$ cat src/rtl/core/cdid_pkg.sv
// Shared types, constants and digit helpers for the disc identifier unit.
`timescale 1ns / 1ps

package cdid_pkg;

	// Highest number of tracks that are counted.
	localparam int unsigned MAX_TRACKS = 99;

	// Field widths.
	localparam int unsigned MIN_W  = 7;
	localparam int unsigned SEC_W  = 6;
	localparam int unsigned ADDR_W = 13;
	localparam int unsigned DSUM_W = 6;
	localparam int unsigned SUM_W  = 12;
	localparam int unsigned CNT_W  = 7;
	localparam int unsigned LEN_W  = 16;
	localparam int unsigned ID_W   = 32;

	// Command queue between front and back.
	localparam int unsigned QDEPTH = 8;
	localparam int unsigned QPTR_W = 3;
	localparam int unsigned QCNT_W = 4;

	// Result slots in the back end.
	localparam int unsigned OSLOTS = 2;

	// One classified table entry as it leaves the front end.
	typedef struct packed {
		logic [ADDR_W-1:0] addr_sec;
		logic [DSUM_W-1:0] dsum;
		logic              leadout;
	} cmd_t;

	// One finished result.
	typedef struct packed {
		logic [ID_W-1:0] disc_id;
		logic            too_many;
		logic            bad_order;
	} res_t;

	// Decimal digit of v at place weight w, for v below ten times w.
	// The nine compares are independent of one another.
	function automatic logic [3:0] dec_digit(input logic [ADDR_W-1:0] v,
			input int unsigned w);
		logic [3:0] q;
		q = '0;
		for (int unsigned k = 1; k <= 9; k++) begin
			if (32'(v) >= k * w) begin
				q = 4'(k);
			end
		end
		return q;
	endfunction

	// What is left of v once digit q at weight w is taken off.
	function automatic logic [ADDR_W-1:0] dec_rest(input logic [ADDR_W-1:0] v,
			input logic [3:0] q, input int unsigned w);
		return v - ADDR_W'(32'(q) * w);
	endfunction

endpackage

$ cat src/rtl/core/cdid_front.sv
// Front end: accepts table entries and works out seconds and digit sum in four stages.
`timescale 1ns / 1ps

module cdid_front (
	input  logic                          clk,
	input  logic                          arst_n,
	input  logic                          push,
	output logic                          full,
	input  logic [cdid_pkg::MIN_W-1:0]    minutes,
	input  logic [cdid_pkg::SEC_W-1:0]    seconds,
	input  logic                          is_leadout,
	input  logic [cdid_pkg::QCNT_W-1:0]   q_count,
	output logic                          cmd_valid,
	output cdid_pkg::cmd_t                cmd
);
	import cdid_pkg::*;

	logic                accept;
	logic [2:0]          inflight;
	logic [QCNT_W:0]     credit_used;

	logic                v_s1, v_s2, v_s3, v_s4;
	logic                lead_s1, lead_s2, lead_s3, lead_s4;
	logic [ADDR_W-1:0]   addr_s1, addr_s2, addr_s3, addr_s4;
	logic [2:0]          th_s2;
	logic [9:0]          rem_s2;
	logic [4:0]          psum_s3;
	logic [6:0]          rem_s3;
	logic [DSUM_W-1:0]   dsum_s4;

	logic [ADDR_W-1:0]   addr_in;
	logic [3:0]          th_d, hu_d, te_d;
	logic [ADDR_W-1:0]   rest_th, rest_hu, rest_te;

	// The queue takes every entry that leaves stage four, so a request is
	// only taken while the queue has room for everything still in flight.
	assign inflight    = 3'(v_s1) + 3'(v_s2) + 3'(v_s3) + 3'(v_s4);
	assign credit_used = (QCNT_W+1)'(q_count) + (QCNT_W+1)'(inflight);
	assign full        = credit_used >= (QCNT_W+1)'(QDEPTH);
	assign accept      = push && !full;

	// Address in seconds: minutes times sixty as two shifts.
	assign addr_in = (ADDR_W'(minutes) << 6) - (ADDR_W'(minutes) << 2) + ADDR_W'(seconds);

	// Digit extraction, one decimal place per stage; tens and units share the last.
	assign th_d    = dec_digit(addr_s1, 1000);
	assign rest_th = dec_rest(addr_s1, th_d, 1000);
	assign hu_d    = dec_digit(ADDR_W'(rem_s2), 100);
	assign rest_hu = dec_rest(ADDR_W'(rem_s2), hu_d, 100);
	assign te_d    = dec_digit(ADDR_W'(rem_s3), 10);
	assign rest_te = dec_rest(ADDR_W'(rem_s3), te_d, 10);

	// Stage valid bits.
	always_ff @(posedge clk or negedge arst_n) begin
		if (!arst_n) begin
			v_s1 <= 1'b0;
			v_s2 <= 1'b0;
			v_s3 <= 1'b0;
			v_s4 <= 1'b0;
		end else begin
			v_s1 <= accept;
			v_s2 <= v_s1;
			v_s3 <= v_s2;
			v_s4 <= v_s3;
		end
	end

	// Stage payload.
	always_ff @(posedge clk) begin
		addr_s1 <= addr_in;
		lead_s1 <= is_leadout;

		addr_s2 <= addr_s1;
		lead_s2 <= lead_s1;
		th_s2   <= th_d[2:0];
		rem_s2  <= rest_th[9:0];

		addr_s3 <= addr_s2;
		lead_s3 <= lead_s2;
		psum_s3 <= 5'(th_s2) + 5'(hu_d);
		rem_s3  <= rest_hu[6:0];

		addr_s4 <= addr_s3;
		lead_s4 <= lead_s3;
		dsum_s4 <= DSUM_W'(psum_s3) + DSUM_W'(te_d) + DSUM_W'(rest_te[3:0]);
	end

	assign cmd_valid    = v_s4;
	assign cmd.addr_sec = addr_s4;
	assign cmd.dsum     = dsum_s4;
	assign cmd.leadout  = lead_s4;

endmodule

$ cat src/rtl/core/cdid_queue.sv
// Command queue that decouples the front end from the back end.
`timescale 1ns / 1ps

module cdid_queue (
	input  logic                        clk,
	input  logic                        arst_n,
	input  logic                        wr_en,
	input  cdid_pkg::cmd_t              wr_data,
	input  logic                        rd_en,
	output cdid_pkg::cmd_t              rd_data,
	output logic                        empty,
	output logic [cdid_pkg::QCNT_W-1:0] count
);
	import cdid_pkg::*;

	cmd_t              ent_q [QDEPTH];
	logic [QPTR_W-1:0] wr_ptr_q;
	logic [QPTR_W-1:0] rd_ptr_q;
	logic [QCNT_W-1:0] count_q;

	// Pointers and fill count.
	always_ff @(posedge clk or negedge arst_n) begin
		if (!arst_n) begin
			wr_ptr_q <= '0;
			rd_ptr_q <= '0;
			count_q  <= '0;
		end else begin
			if (wr_en) begin
				wr_ptr_q <= wr_ptr_q + 1'b1;
			end
			if (rd_en) begin
				rd_ptr_q <= rd_ptr_q + 1'b1;
			end
			count_q <= count_q + QCNT_W'(wr_en) - QCNT_W'(rd_en);
		end
	end

	// Entry storage.
	always_ff @(posedge clk) begin
		if (wr_en) begin
			ent_q[wr_ptr_q] <= wr_data;
		end
	end

	assign rd_data = ent_q[rd_ptr_q];
	assign empty   = count_q == '0;
	assign count   = count_q;

	// The front end's credit check must keep the queue from overflowing.
	assert property (@(posedge clk) disable iff (!arst_n)
		wr_en |-> (count_q != QCNT_W'(QDEPTH)))
		else $error("command queue written while full");

	// The back end only drains entries that are there.
	assert property (@(posedge clk) disable iff (!arst_n)
		rd_en |-> !empty)
		else $error("command queue read while empty");

endmodule

$ cat src/rtl/core/cdid_back.sv
// Back end: accumulates track entries and builds the identifier on the lead-out.
`timescale 1ns / 1ps

module cdid_back (
	input  logic                        clk,
	input  logic                        arst_n,
	input  logic                        q_empty,
	input  cdid_pkg::cmd_t              q_head,
	output logic                        q_pop,
	output logic                        empty,
	input  logic                        pop,
	output logic [cdid_pkg::ID_W-1:0]   disc_id,
	output logic                        too_many_tracks,
	output logic                        bad_order
);
	import cdid_pkg::*;

	logic [SUM_W-1:0]  sum_q;
	logic [CNT_W-1:0]  count_q;
	logic [ADDR_W-1:0] first_q;
	logic              ovf_q;

	res_t              oslot_q [OSLOTS];
	logic [1:0]        ocnt_q;

	logic              proceed;
	logic              do_push;
	logic              do_pop;
	logic              wr_idx;
	logic              late;
	logic [LEN_W-1:0]  length;
	logic [8:0]        fold;
	logic [7:0]        sum_mod;
	res_t              res;

	// An entry is taken unless it is a lead-out with no free result slot.
	assign proceed = !q_empty && (!q_head.leadout || (ocnt_q != 2'(OSLOTS)));
	assign q_pop   = proceed;
	assign do_push = proceed && q_head.leadout;
	assign do_pop  = pop && (ocnt_q != '0);
	assign wr_idx  = 1'((ocnt_q - 2'(do_pop)) & 2'd1);

	// Length from first track start, zero when the lead-out comes too early.
	assign late   = q_head.addr_sec < first_q;
	assign length = late ? '0 : LEN_W'(q_head.addr_sec - first_q);

	// Sum modulo 255: fold the upper nibble onto the low byte, then one subtract.
	assign fold    = 9'(sum_q[11:8]) + 9'(sum_q[7:0]);
	assign sum_mod = (fold >= 9'd255) ? 8'(fold - 9'd255) : fold[7:0];

	assign res.disc_id   = {sum_mod, length, 1'b0, count_q};
	assign res.too_many  = ovf_q;
	assign res.bad_order = late;

	// Disc state and result slot count.
	always_ff @(posedge clk or negedge arst_n) begin
		if (!arst_n) begin
			sum_q   <= '0;
			count_q <= '0;
			first_q <= '0;
			ovf_q   <= 1'b0;
			ocnt_q  <= '0;
		end else begin
			ocnt_q <= ocnt_q + 2'(do_push) - 2'(do_pop);
			if (proceed) begin
				if (q_head.leadout) begin
					sum_q   <= '0;
					count_q <= '0;
					first_q <= '0;
					ovf_q   <= 1'b0;
				end else if (count_q >= CNT_W'(MAX_TRACKS)) begin
					ovf_q <= 1'b1;
				end else begin
					if (count_q == '0) begin
						first_q <= q_head.addr_sec;
					end
					sum_q   <= sum_q + SUM_W'(q_head.dsum);
					count_q <= count_q + 1'b1;
				end
			end
		end
	end

	// Result slots: the oldest sits in slot zero. A new result lands in slot
	// zero when it is the only one left after this cycle's pop.
	always_ff @(posedge clk) begin
		if (do_push && (wr_idx == 1'b0)) begin
			oslot_q[0] <= res;
		end else if (do_pop) begin
			oslot_q[0] <= oslot_q[1];
		end
		if (do_push && (wr_idx == 1'b1)) begin
			oslot_q[1] <= res;
		end
	end

	assign empty           = ocnt_q == '0;
	assign disc_id         = oslot_q[0].disc_id;
	assign too_many_tracks = oslot_q[0].too_many;
	assign bad_order       = oslot_q[0].bad_order;

	// The slot count never passes the number of slots.
	assert property (@(posedge clk) disable iff (!arst_n)
		ocnt_q <= 2'(OSLOTS))
		else $error("result slots overrun");

	// Tracks beyond the limit are never counted.
	assert property (@(posedge clk) disable iff (!arst_n)
		count_q <= CNT_W'(MAX_TRACKS))
		else $error("track count beyond limit");

endmodule

$ cat src/rtl/core/cd_toc_disc_id_unit.sv
// A lead-out request's result shows after it has passed the four front stages and the command queue.
// Throughput: one request per cycle; push is refused (full) while the command
// queue and the four front stages together hold eight entries.
// Two result slots let requests flow while a result waits to be popped.
// Reset (arst_n low) empties all queues and clears the disc state at once.
`timescale 1ns / 1ps

module cd_toc_disc_id_unit (
	input  logic                        clk,
	input  logic                        arst_n,
	input  logic                        push,
	output logic                        full,
	input  logic [cdid_pkg::MIN_W-1:0]  minutes,
	input  logic [cdid_pkg::SEC_W-1:0]  seconds,
	input  logic                        is_leadout,
	output logic                        empty,
	input  logic                        pop,
	output logic [cdid_pkg::ID_W-1:0]   disc_id,
	output logic                        too_many_tracks,
	output logic                        bad_order
);
	import cdid_pkg::*;

	logic              cmd_valid;
	cmd_t              cmd;
	cmd_t              q_head;
	logic              q_empty;
	logic              q_pop;
	logic [QCNT_W-1:0] q_count;

	// Front end: accepts and classifies requests.
	cdid_front u_front (
		.clk        (clk),
		.arst_n     (arst_n),
		.push       (push),
		.full       (full),
		.minutes    (minutes),
		.seconds    (seconds),
		.is_leadout (is_leadout),
		.q_count    (q_count),
		.cmd_valid  (cmd_valid),
		.cmd        (cmd)
	);

	// Queue between the two halves.
	cdid_queue u_queue (
		.clk     (clk),
		.arst_n  (arst_n),
		.wr_en   (cmd_valid),
		.wr_data (cmd),
		.rd_en   (q_pop),
		.rd_data (q_head),
		.empty   (q_empty),
		.count   (q_count)
	);

	// Back end: accumulation and result output.
	cdid_back u_back (
		.clk             (clk),
		.arst_n          (arst_n),
		.q_empty         (q_empty),
		.q_head          (q_head),
		.q_pop           (q_pop),
		.empty           (empty),
		.pop             (pop),
		.disc_id         (disc_id),
		.too_many_tracks (too_many_tracks),
		.bad_order       (bad_order)
	);

endmodule

$ cat config.mk
export PLATFORM = sky130hd
export DESIGN_NAME = cd_toc_disc_id_unit
export DESIGN_NICKNAME = d
export VERILOG_FILES = /design/src/rtl/core/cdid_pkg.sv /design/src/rtl/core/cdid_front.sv /design/src/rtl/core/cdid_queue.sv /design/src/rtl/core/cdid_back.sv /design/src/rtl/core/cd_toc_disc_id_unit.sv
export SDC_FILE = /design/constraint.sdc
export NUM_CORES = 1
export LEC_CHECK = 0
export ABC_AREA = 1
export BUFFER_PORTS_ARGS = -buffer_cell sky130_fd_sc_hd__clkbuf_2
export CORE_MARGIN = 3
export CORE_UTILIZATION = 42
export DETAILED_ROUTE_END_ITERATION = 6
export PLACE_DENSITY_LB_ADDON = 0.1
export SLEW_MARGIN = 20
export SYNTH_ARGS = -nofsm -noshare
export SYNTH_HDL_FRONTEND = slang
export SYNTH_HIERARCHICAL = 1
export SYNTH_SLANG_ARGS = --single-unit
$ cat constraint.sdc
create_clock -name clk -period 5.2 [get_ports clk]
set_clock_uncertainty 0.2 [all_clocks]
set_input_delay 0 -clock clk [delete_from_list [all_inputs] [get_ports clk]]
set_output_delay 0 -clock clk [all_outputs]
set_load 0.005 [all_outputs]
==> results.cfg, run 1 <==
[outcome]
status = finished clean

[worst_setup_path]
worst-r2r-cell-count = 19
critical_path.endpoint_type = flop
critical_path.startpoint_type = flop
critPathBufInv = 4
endpoint = u_front/rem_s2[9]
critical-path-top-cell-by-count = nand2_1
worst_ep_required_time_ps = 5430
timing.critical_path.slowest_stage_cell = fa_1
critical-path-top-delay-family = adder cells
max_stage_delay_ps = 500
r2r_path_end = u_front/rem_s2[9]
worst_setup_path_category = flop to flop
worst_r2r_startpoint = u_front/addr_s1[8]
cp_max_fo = 6
critical_path.startpoint = u_front/addr_s1[8]
critical_path.cell_chain = nand2_1, nor2_1, a31oi_1, nand2_1, nand2_1, nand2_1, inv_1, ha_1, inv_1, fa_1, inv_1, ha_1, xor2_1, ha_1, a21oi_1, xnor2_1, inv_1, nand2_1, nand2_1
cp.arrival_ps = 4130
r2r_setup_slack_ps = 1310
critical_path_cell_count = 19

[final_layout]
layout-area-overhead-vs-synth_pct = 12.66
antenna_cells = 0
finish.instance_area_um2 = 19300
multiInputGateArea_um2 = 5806
layout.nets = 1991
fillCellCount = 3709
area.sequential_um2 = 9535
layout_cell_share_with_drive_strength_beyond_1 = 0.09499
final-instance-count-excl-fill = 2441

[sta]
fmax_mhz = 256.8
report.final.hold_viol_count = 0
tightestPinTransition_ps = 931.6
fin_ws_ps = 1306
setup_viol = 0
report.final.slew_viol_count = 0
slew_headroom = 0.3789
post_route_fraction_of_the_period_consumed_by_the_critical_path = 0.7488
totalNegativeSetupSlack_ps = 0
setup_repair_after_global_routing_missed_its_margin = no
worst_hold_slack_ps = 123.9
timing.final.crit_period_ps = 3894

[power]
p_int_mw = 8.113
share_comb_of_total_power = 0.464
p_per_area_nw_per_um2 = 710.2
netSwitchingPower_mw = 5.597
clkPwrFrac = 0.208
vdd.ir_drop.worst_v = 0.0004408
p_leak_nw = 9.038
switching_share = 0.4082
seqPwrFrac = 0.328

[placement]
detailedPlace.worstSlack_ps = 1255
detailed_place_hpwl_um = 22180
gpl.final_weighted_congestion = 0.8450
number_of_cells_after_detailed_placement = 2334
postPlaceCellArea_um2 = 17630
io_buffers = 52

[clock_tree]
clock_slew_seen_by_the_registers_of_the_worst_setup_and_hold_paths_ps = 60
cts_max_path_buffers = 3
cts.sinks = 353
cts.root.buffer_cell = clkbuf_16
clk_latency_ps = 540
htree_levels = 2
cts_made_buffers = 39
tritoncts = built
cts.repair.resized = 0

[grt]
overflow = 0
first_pass_grt_wire_length_um = 56660
grt_most_used_layer = met2
antenna_found_initial = 0
gr_met3_demand_resource = 0.02669
globalRouteMet1Util = 0.2050
grt_max_degree = 83
grt_pass1_vias = 11160
grt_util_met2 = 0.2745
globalRouteTotalUtil = 0.1596

[die]
die_h_um = 208.0
design.core.area_um2 = 40010
die_width_um = 208.0
row_count = 73
floorplan.initialDensity = 0.4283
total_die_area_um2 = 43260
io_pins = 54

[logic_synthesis]
postSynthRegisterBits = 353
synth-main-ff-cell = edfxtp_1
proportion_of_synthesized_flip_flops_having_asynchronous_set_or_reset = 0.1388
syn-mean-instance-area_um2 = 9.389
post_synth_design_cell_area_um2 = 17140
seq_area_frac_synth = 0.5564
ys_top_cells_by_area = edfxtp_1, nand2_1, dfxtp_1, inv_1, dfrtp_1
number_of_flops_mapped_to_enable_cells_by_yosys = 222
yosysUniqueCellTypes = 55
synth.yosys.warnings = 6
synth_top_area_cell = edfxtp_1
postSynthCellCount = 1825
synthesis.nets = 1931
synth_top_cell_area_share = 0.3890

[drt]
remaining_drc_errors = 0
detail_route.first_pass.iterations = 4
drt.antenna.violating_nets = 0
route.detailed.wl_per_inst_um = 14.01
vias = 11550
route.final.wire_length_um = 34200
drt-vias-per-instance = 4.730
detail_route.iter0.violations = 586

[min_path]
worst_hold_path_type = flop to flop

[run]
max_cap_viol_count = 0
-- power by group through the flow --
stage,Combinational [mW],Sequential [mW],Clock (mW)
6_report,6.37,4.50,2.85
5_1_grt,7.42,4.59,3.05
4_1_cts,6.47,4.51,2.93
3_3_place_gp,6.31,4.55,0
2_1_floorplan,5.09,4.43,0
3_5_place_dp,6.40,4.56,0
-- timing repair --
| action | 4_1_cts | 5_1_grt |
|---|---|---|
| hold buffers | 35 | 0 |
| buffers inserted | 0 | 0 |
| endpoints found under the hold margin | 111 | 0 |
-- cells by family after synthesis --
group | share of synthesized area
other | 0.0002188
AND/OR/NAND/NOR | 0.1871
flip-flops | 0.5564
adder cells (fa/ha/maj) | 0.07214
XOR/XNOR | 0.02402
AO/OA/AOI/OAI | 0.05192
buffers and inverters | 0.1081
-- how the worst min path moves through the flow --
stage,cells after the start,endpoint,startpoint
floorplan,0,u_back/count_q[0],arst_n
global placement,1,u_front/addr_s1[0],seconds[0]
detailed placement,1,u_front/lead_s1,is_leadout
CTS,0,u_front/addr_s4[2],u_front/addr_s3[2]
global route,0,u_front/addr_s4[11],u_front/addr_s3[11]
finish,0,u_front/addr_s3[8],u_front/addr_s2[8]
-- cell type report --
type	instances	share of cell area
multi-input cells	1050	0.3007
well taps	525	0.03403
repair buffers	98	0.03591
clock inverters	22	0.01419
inverters	343	0.06695
flip-flops and latches	353	0.4939
clock buffers	50	0.05425
-- routing by layer --
| layer | vias to the layer above | wire length [µm] |
|---|---|---|
| li1 | 5925 | - |
| met1 | 5363 | 15580 |
| met2 | 200 | 16530 |
| met3 | 58 | 1289 |
| met4 | 0 | 805 |
| met5 | - | 0 |
-- cell usage after synthesis, drive strengths merged, types with 8 or more instances --
library cell	instances
dfxtp	82
xnor2	21
nand4	17
edfxtp	222
o21ai	71
nor3	8
xor2	26
inv	343
a21oi	56
ha	70
nand3	136
buf	73
dfrtp	49
nor2	77
nand2	510
fa	18
-- registers in the layout, indices dropped and copies added (netlist names), 10 cells and up --
| register | flops |
|---|---|
| u_front/rem_s2 | 10 |
| u_front/addr_s3 | 11 |
| u_front/addr_s2 | 10 |
| u_front/addr_s4 | 13 |
| u_back/first_q | 13 |
| u_front/addr_s1 | 13 |
| u_back/sum_q | 12 |
| u_back/oslot_q | 62 |
| u_queue/ent_q | 160 |
-- placed cells by master (no fill, tap or decap), types with 8 or more instances in the layout --
| master | netlist | layout |
|---|---|---|
| o21ai_1 | 10 | 10 |
| clkbuf_16 | 0 | 39 |
| xor2_1 | 26 | 26 |
| clkbuf_1 | 6 | 8 |
| nand4_1 | 15 | 15 |
| inv_2 | 12 | 12 |
| dlygate4sd3_1 | 0 | 35 |
| edfxtp_1 | 222 | 222 |
| nand2_2 | 13 | 13 |
| o21ai_0 | 59 | 59 |
| nor2_1 | 71 | 62 |
| inv_1 | 329 | 329 |
| nor2_4 | 1 | 8 |
| xnor2_1 | 21 | 21 |
| nand2_1 | 495 | 495 |
| buf_4 | 35 | 11 |
| dfxtp_1 | 82 | 82 |
| ha_1 | 70 | 70 |
| dfrtp_1 | 49 | 48 |
| a21oi_1 | 53 | 53 |
| fa_1 | 18 | 18 |
| clkbuf_2 | 0 | 52 |
| nand3_1 | 133 | 133 |
-- metrics by stage --
stage / util / total power, mW
5_1_grt: 0.4825 / 15.05
2_1_floorplan: - / 9.520
3_5_place_dp: 0.4408 / 10.97
3_3_place_gp: 0.4408 / 10.86
6_report: 0.4825 / 13.71
4_1_cts: 0.4825 / 13.91
Note: power is estimated with default switching activity, not from simulation.
==> run 2, diff against run 1 <==
- ABC_AREA: 1 -> 0
- clock period: 5.2 -> 3.2 ns (I/O delays scaled with it)
==> run 2 against run 1 <==
The run now ends with negative setup slack left; synthesized area down 7.0%; first-iteration DRC count down 33%; via count down 19%; cell count down 22%; synthesized cell count down 37%; routed wire length down 11%; non-clock buffer count up 155; global-route usage down 0.74 points; clock-buffer cell count up 5; die area down 6.8%; design area up 5.7%; sequential cell count unchanged.
==> results.cfg, run 2 <==
[outcome]
status = finished, violations left
failed_checks = negative setup slack

[clock_tree]
clk_latency_ps = 540
cts.sinks = 353
tritoncts = built
clock_slew_seen_by_the_registers_of_the_worst_setup_and_hold_paths_ps = 50
cts_made_buffers = 40
cts.root.buffer_cell = clkbuf_16
cts_max_path_buffers = 3
htree_levels = 2

[logic_synthesis]
synthMostInstantiatedCell = edfxtp_1
synth-main-ff-cell = edfxtp_1
number_of_flops_mapped_to_enable_cells_by_yosys = 222
synth_top_cells_by_count = edfxtp_1, dfxtp_1, inv_1
post_synth_design_cell_area_um2 = 15940
synthesis.nets = 1247
postSynthRegisterBits = 353
syn-mean-instance-area_um2 = 13.97
proportion_of_synthesized_flip_flops_having_asynchronous_set_or_reset = 0.1388
yosysUniqueCellTypes = 70
synth_top_area_cell = edfxtp_1
synth.yosys.warnings = 6
synth_top_cell_area_share = 0.4182
seq_area_frac_synth = 0.5981
postSynthCellCount = 1141
ys_top_cells_by_area = edfxtp_1, dfxtp_1, dfrtp_1, mux4_1, ha_1

[sta]
report.final.slew_viol_count = 0
timing.final.crit_period_ps = 3431
totalNegativeSetupSlack_ps = -4434
setup_viol = 37
report.final.hold_viol_count = 0
slew_headroom = 0.6247
worst_hold_slack_ps = 33.21
post_route_fraction_of_the_period_consumed_by_the_critical_path = 1.072
tightestPinTransition_ps = 557.0
setup_repair_after_global_routing_missed_its_margin = yes
fin_ws_ps = -231.1
fmax_mhz = 291.4

[final_layout]
largest_register_ffs = 160
final-instance-count-excl-fill = 1901
layout_cell_share_with_drive_strength_beyond_1 = 0.3429
layout_common_cells = edfxtp_1, buf_4, dfxtp_1
fillCellCount = 3108
antenna_cells = 0
layout.nets = 1471
biggestRegsByFlops = u_queue/ent_q x160, u_back/oslot_q x62
layout-area-overhead-vs-synth_pct = 28.01
max_flop_register = u_queue/ent_q
final_common_cell = edfxtp_1

[drt]
remaining_drc_errors = 0
drt.antenna.violating_nets = 0
route.detailed.wl_per_inst_um = 16.05
drt-vias-per-instance = 4.934
vias = 9380
route.final.wire_length_um = 30500
detail_route.iter0.violations = 390
detail_route.first_pass.iterations = 5

[worst_setup_path]
critical_path.endpoint_type = flop
cp.arrival_ps = 3660
r2r_setup_slack_ps = -230
r2r_path_end = u_front/rem_s2[9]
cp_max_fo = 5
worst-r2r-cell-count = 15
worst_setup_path_category = flop to flop
critical_path.startpoint_type = flop
worst_r2r_startpoint = u_front/addr_s1[5]
worst_ep_required_time_ps = 3430

[grt]
antenna_found_initial = 0
grt_max_degree = 32
overflow = 0
grt_pass1_vias = 9716
globalRouteTotalUtil = 0.1523
first_pass_grt_wire_length_um = 50510

[die]
design.core.area_um2 = 37050
floorplan.initialDensity = 0.4303
total_die_area_um2 = 40330
io_pins = 54
die_width_um = 200.8
row_count = 70
die_h_um = 200.8

[min_path]
min_delay_path_depth = 3
holdCritStartpoint = push
min_to = u_front/v_s1
worst_hold_path_type = primary input to flop

[placement]
gpl.final_weighted_congestion = 0.8081
number_of_cells_after_detailed_placement = 1753
detailed_place_hpwl_um = 19470
io_buffers = 52
detailedPlace.worstSlack_ps = -321.3

[run]
max_cap_viol_count = 0
## run 2: final cells by class
cell class | count | area (µm²) | share of cell area
Sequential cell | 353 | 9557 | 0.4684
Multi-Input combinational cell | 639 | 6427 | 0.3150
Tap cell | 504 | 630.6 | 0.03091
Inverter | 78 | 297.8 | 0.01459
Clock buffer | 55 | 1129 | 0.05531
Timing Repair Buffer | 253 | 2142 | 0.1050
Clock inverter | 19 | 221.5 | 0.01085
## run 2: worst max path at each step
| stage | startpoint | to | slack (ps) | depth (start not counted) |
|---|---|---|---|---|
| 5_1_grt | u_front/addr_s1[4] | u_front/rem_s2[9] | -440 | 16 |
| 2_1_floorplan | u_front/addr_s1[4] | u_front/rem_s2[9] | -290 | 17 |
| 6_report | u_front/addr_s1[5] | u_front/rem_s2[9] | -230 | 15 |
| 4_1_cts | u_front/addr_s1[5] | u_front/rem_s2[9] | -230 | 15 |
| 3_5_place_dp | u_front/addr_s1[6] | u_front/rem_s2[9] | -320 | 15 |
| 3_3_place_gp | u_front/addr_s1[4] | u_front/rem_s2[9] | -280 | 16 |
## run 2: critical path, stage by stage, from the launching register on
cell,delay [ps]
dfxtp_2,330
or2_1,250
o31a_1,240
o31ai_1,230
o22a_1,200
o21ai_4,90
buf_6,140
ha_4,250
inv_2,30
fa_1,510
ha_4,300
o21ai_4,50
o21bai_1,160
a21oi_2,80
xnor2_1,130
xnor2_1,120
## run 2: layer usage
layer,global-route usage,routed length (µm)
met3,0.02513,1060
met4,0.03965,631
met1,0.1993,13840
met5,0,0
met2,0.2647,14970
## run 2: through the flow
| step | utilization | area, µm² |
|---|---|---|
| 2_1_floorplan | - | 16230 |
| 3_3_place_gp | 0.4767 | 17660 |
| 3_5_place_dp | 0.4767 | 17660 |
| 4_1_cts | 0.5397 | 19990 |
| 5_1_grt | 0.5508 | 20400 |
| 6_report | 0.5508 | 20400 |
## run 2: what timing repair did
item                                    CTS  global route
pin swaps                                55            51
hold buffers                             36             1
buffers inserted                         24            14
endpoints found under the hold margin    93             1
endpoints found under the setup margin   59            49
gates resized for setup                  93            80
cloned                                    3             0
## run 2: logic make-up after synthesis
| family | share of synthesized area |
|---|---|
| AO/OA/AOI/OAI | 0.07904 |
| flip-flops | 0.5981 |
| other | 0.0002353 |
| multiplexers | 0.09058 |
| buffers and inverters | 0.04835 |
| XOR/XNOR | 0.03736 |
| AND/OR/NAND/NOR | 0.06876 |
| adder cells (fa/ha/maj) | 0.07755 |
Power of run 2 is left out: the tool's default activity adds up to more than one toggle a clock period on the data nets, which glitch-free logic cannot reach.
==> run 3, diff against run 2 <==
- TNS_END_PERCENT: unset -> 50
==> run 3 against run 2 <==
The run still ends with negative setup slack left; first-iteration DRC count is 5.4% lower; sequential share of layout area is 0.70 points higher; core utilization is 0.79 points lower; design area is 1.4% lower; routed wire length is 0.38% lower; clock-buffer cell count is 3 lower; global-route usage is 0.065 points higher; sequential cell count stayed put; via count is 1.2% lower.
==> results.cfg, run 3 (synthesis gave the netlist of run 2 again) <==
[final_layout]
final_core_util = 0.5428
area.sequential_um2 = 9559
layout_cell_share_with_drive_strength_beyond_1 = 0.3333
biggestRegsByFlops = u_queue/ent_q x160, u_back/oslot_q x62
max_flop_register = u_queue/ent_q
layout.nets = 1463
largest_register_ffs = 160
layout-area-overhead-vs-synth_pct = 26.16
layout_common_cells = edfxtp_1, buf_4, dfxtp_1
fillCellCount = 3129
antenna_cells = 0
multiInputGateArea_um2 = 6250
final_common_cell = edfxtp_1

[worst_setup_path]
r2r_path_end = u_front/rem_s2[9]
critPathBufInv = 2
max_stage_delay_ps = 520
worst-r2r-cell-count = 16
critical-path-top-delay-family = adder cells
critical_path.startpoint = u_front/addr_s1[5]
cp.arrival_ps = 3690
critical-path-top-cell-by-count = ha_4
endpoint = u_front/rem_s2[9]
critical_path.cell_chain = o211ai_1, nor2_1, or3_1, a21oi_2, or2_4, inv_4, ha_4, ha_4, inv_2, fa_1, ha_4, o21ai_2, o21bai_1, a21oi_2, xnor2_1, xnor2_1
critical_path.endpoint_type = flop
critical_path_cell_count = 16
timing.critical_path.slowest_stage_cell = fa_1
cp_max_fo = 3
worst_setup_path_category = flop to flop
worst_ep_required_time_ps = 3420
r2r_setup_slack_ps = -270
critical_path.startpoint_type = flop
worst_r2r_startpoint = u_front/addr_s1[5]

[min_path]
worst_hold_path_type = primary input to flop
holdCritStartpoint = push

[sta]
setup_viol = 33
slew_headroom = 0.6061
report.final.hold_viol_count = 0
fin_ws_ps = -269.8
timing.final.crit_period_ps = 3470
tightestPinTransition_ps = 584.7
worst_hold_slack_ps = 38.61
report.final.slew_viol_count = 0
setup_repair_after_global_routing_missed_its_margin = yes
fmax_mhz = 288.2
post_route_fraction_of_the_period_consumed_by_the_critical_path = 1.084

[die]
io_pins = 54
design.core.area_um2 = 37050
die_width_um = 200.8
die_h_um = 200.8
total_die_area_um2 = 40330
floorplan.initialDensity = 0.4303
row_count = 70

[drt]
detail_route.iter0.violations = 369
drt.antenna.violating_nets = 0
route.detailed.wl_per_inst_um = 16.05
drt-vias-per-instance = 4.894
vias = 9265
route.final.wire_length_um = 30390
remaining_drc_errors = 0
detail_route.first_pass.iterations = 4

[clock_tree]
cts.root.buffer_cell = clkbuf_16
cts_max_path_buffers = 3
clk_latency_ps = 530
htree_levels = 2
tritoncts = built
cts_made_buffers = 40
clock_slew_seen_by_the_registers_of_the_worst_setup_and_hold_paths_ps = 70
cts.sinks = 353

[run]
max_cap_viol_count = 0

[grt]
first_pass_grt_wire_length_um = 50550
antenna_found_initial = 0
globalRouteTotalUtil = 0.1529
grt_max_degree = 32
grt_pass1_vias = 9641
overflow = 0

[placement]
gpl.final_weighted_congestion = 0.7511
detailed_place_hpwl_um = 19230
io_buffers = 52

[outcome]
failed_checks = negative setup slack
status = finished, violations left
-- run 3: changes by cell type in the layout (fill, tap and decap cells not counted), moves of 4 or more --
cell	change
a21oi_2	+4
buf_6	-6
clkbuf_1	-4
clkinv_2	+4
mux2_2	+5
mux2_4	-5
nor2_1	+7
nor2_4	-4
-- run 3: worst min-delay path by stage --
stage / end / cells past startpoint / slack, ps
after floorplan: u_back/count_q[0] / 0 / -500
after global placement: u_front/addr_s1[1] / 1 / -100
after detailed placement: u_front/lead_s1 / 1 / -100
after CTS: u_front/v_s1 / 3 / 20
after global routing: u_front/v_s1 / 3 / 60
final: u_front/v_s1 / 3 / 40
-- run 3: area by class of cell --
type | count | share of cell area
Sequential cell | 353 | 0.4753
Tap cell | 504 | 0.03136
Multi-Input combinational cell | 639 | 0.3108
Inverter | 78 | 0.01468
Clock inverter | 22 | 0.01114
Timing Repair Buffer | 245 | 0.1007
Clock buffer | 52 | 0.05606
-- run 3: worst register-to-register path: cells and delay by family, from the launching register on --
kind / cells / cell delay [ps]
compound gates: 5 / 640
simple gates: 3 / 550
flops: 1 / 320
xor+xnor: 2 / 260
buf+inv: 2 / 80
fa+ha+maj: 4 / 1290
-- run 3: repair_timing --
action / in CTS / in global routing
hold endpoints to repair: 126 / 1
setup buffers: 18 / 12
gates resized for setup: 129 / 47
endpoints found under the setup margin: 48 / 49
pin swaps: 55 / 41
gates cloned: 3 / 0
hold buffers: 37 / 1
-- run 3: layer usage --
metal  share of wire  global-route usage  vias up  wire length (µm)
met2            0.49              0.2609      125             14900
li1                -                   -     4583                 -
met3           0.029             0.02449       42               885
met1            0.46              0.2042     4515             14010
met4           0.019             0.04191        0               591
met5               0                   0        -                 0
-- run 3: through the flow --
| step | TNS [ps] | cells | setup WS, ps | cell area, µm² |
|---|---|---|---|---|
| after floorplan | -3450 | 1141 | -286.0 | 16040 |
| after global placement | -5980 | 1752 | -297.3 | 17530 |
| after detailed placement | -8167 | 1752 | -344.1 | 17530 |
| after CTS | -4327 | 1884 | -249.4 | 19940 |
| after global routing | -8321 | 1893 | -460.2 | 20110 |
| final | -2544 | 1893 | -269.8 | 20110 |
Power of run 3 is left out for the same reason.
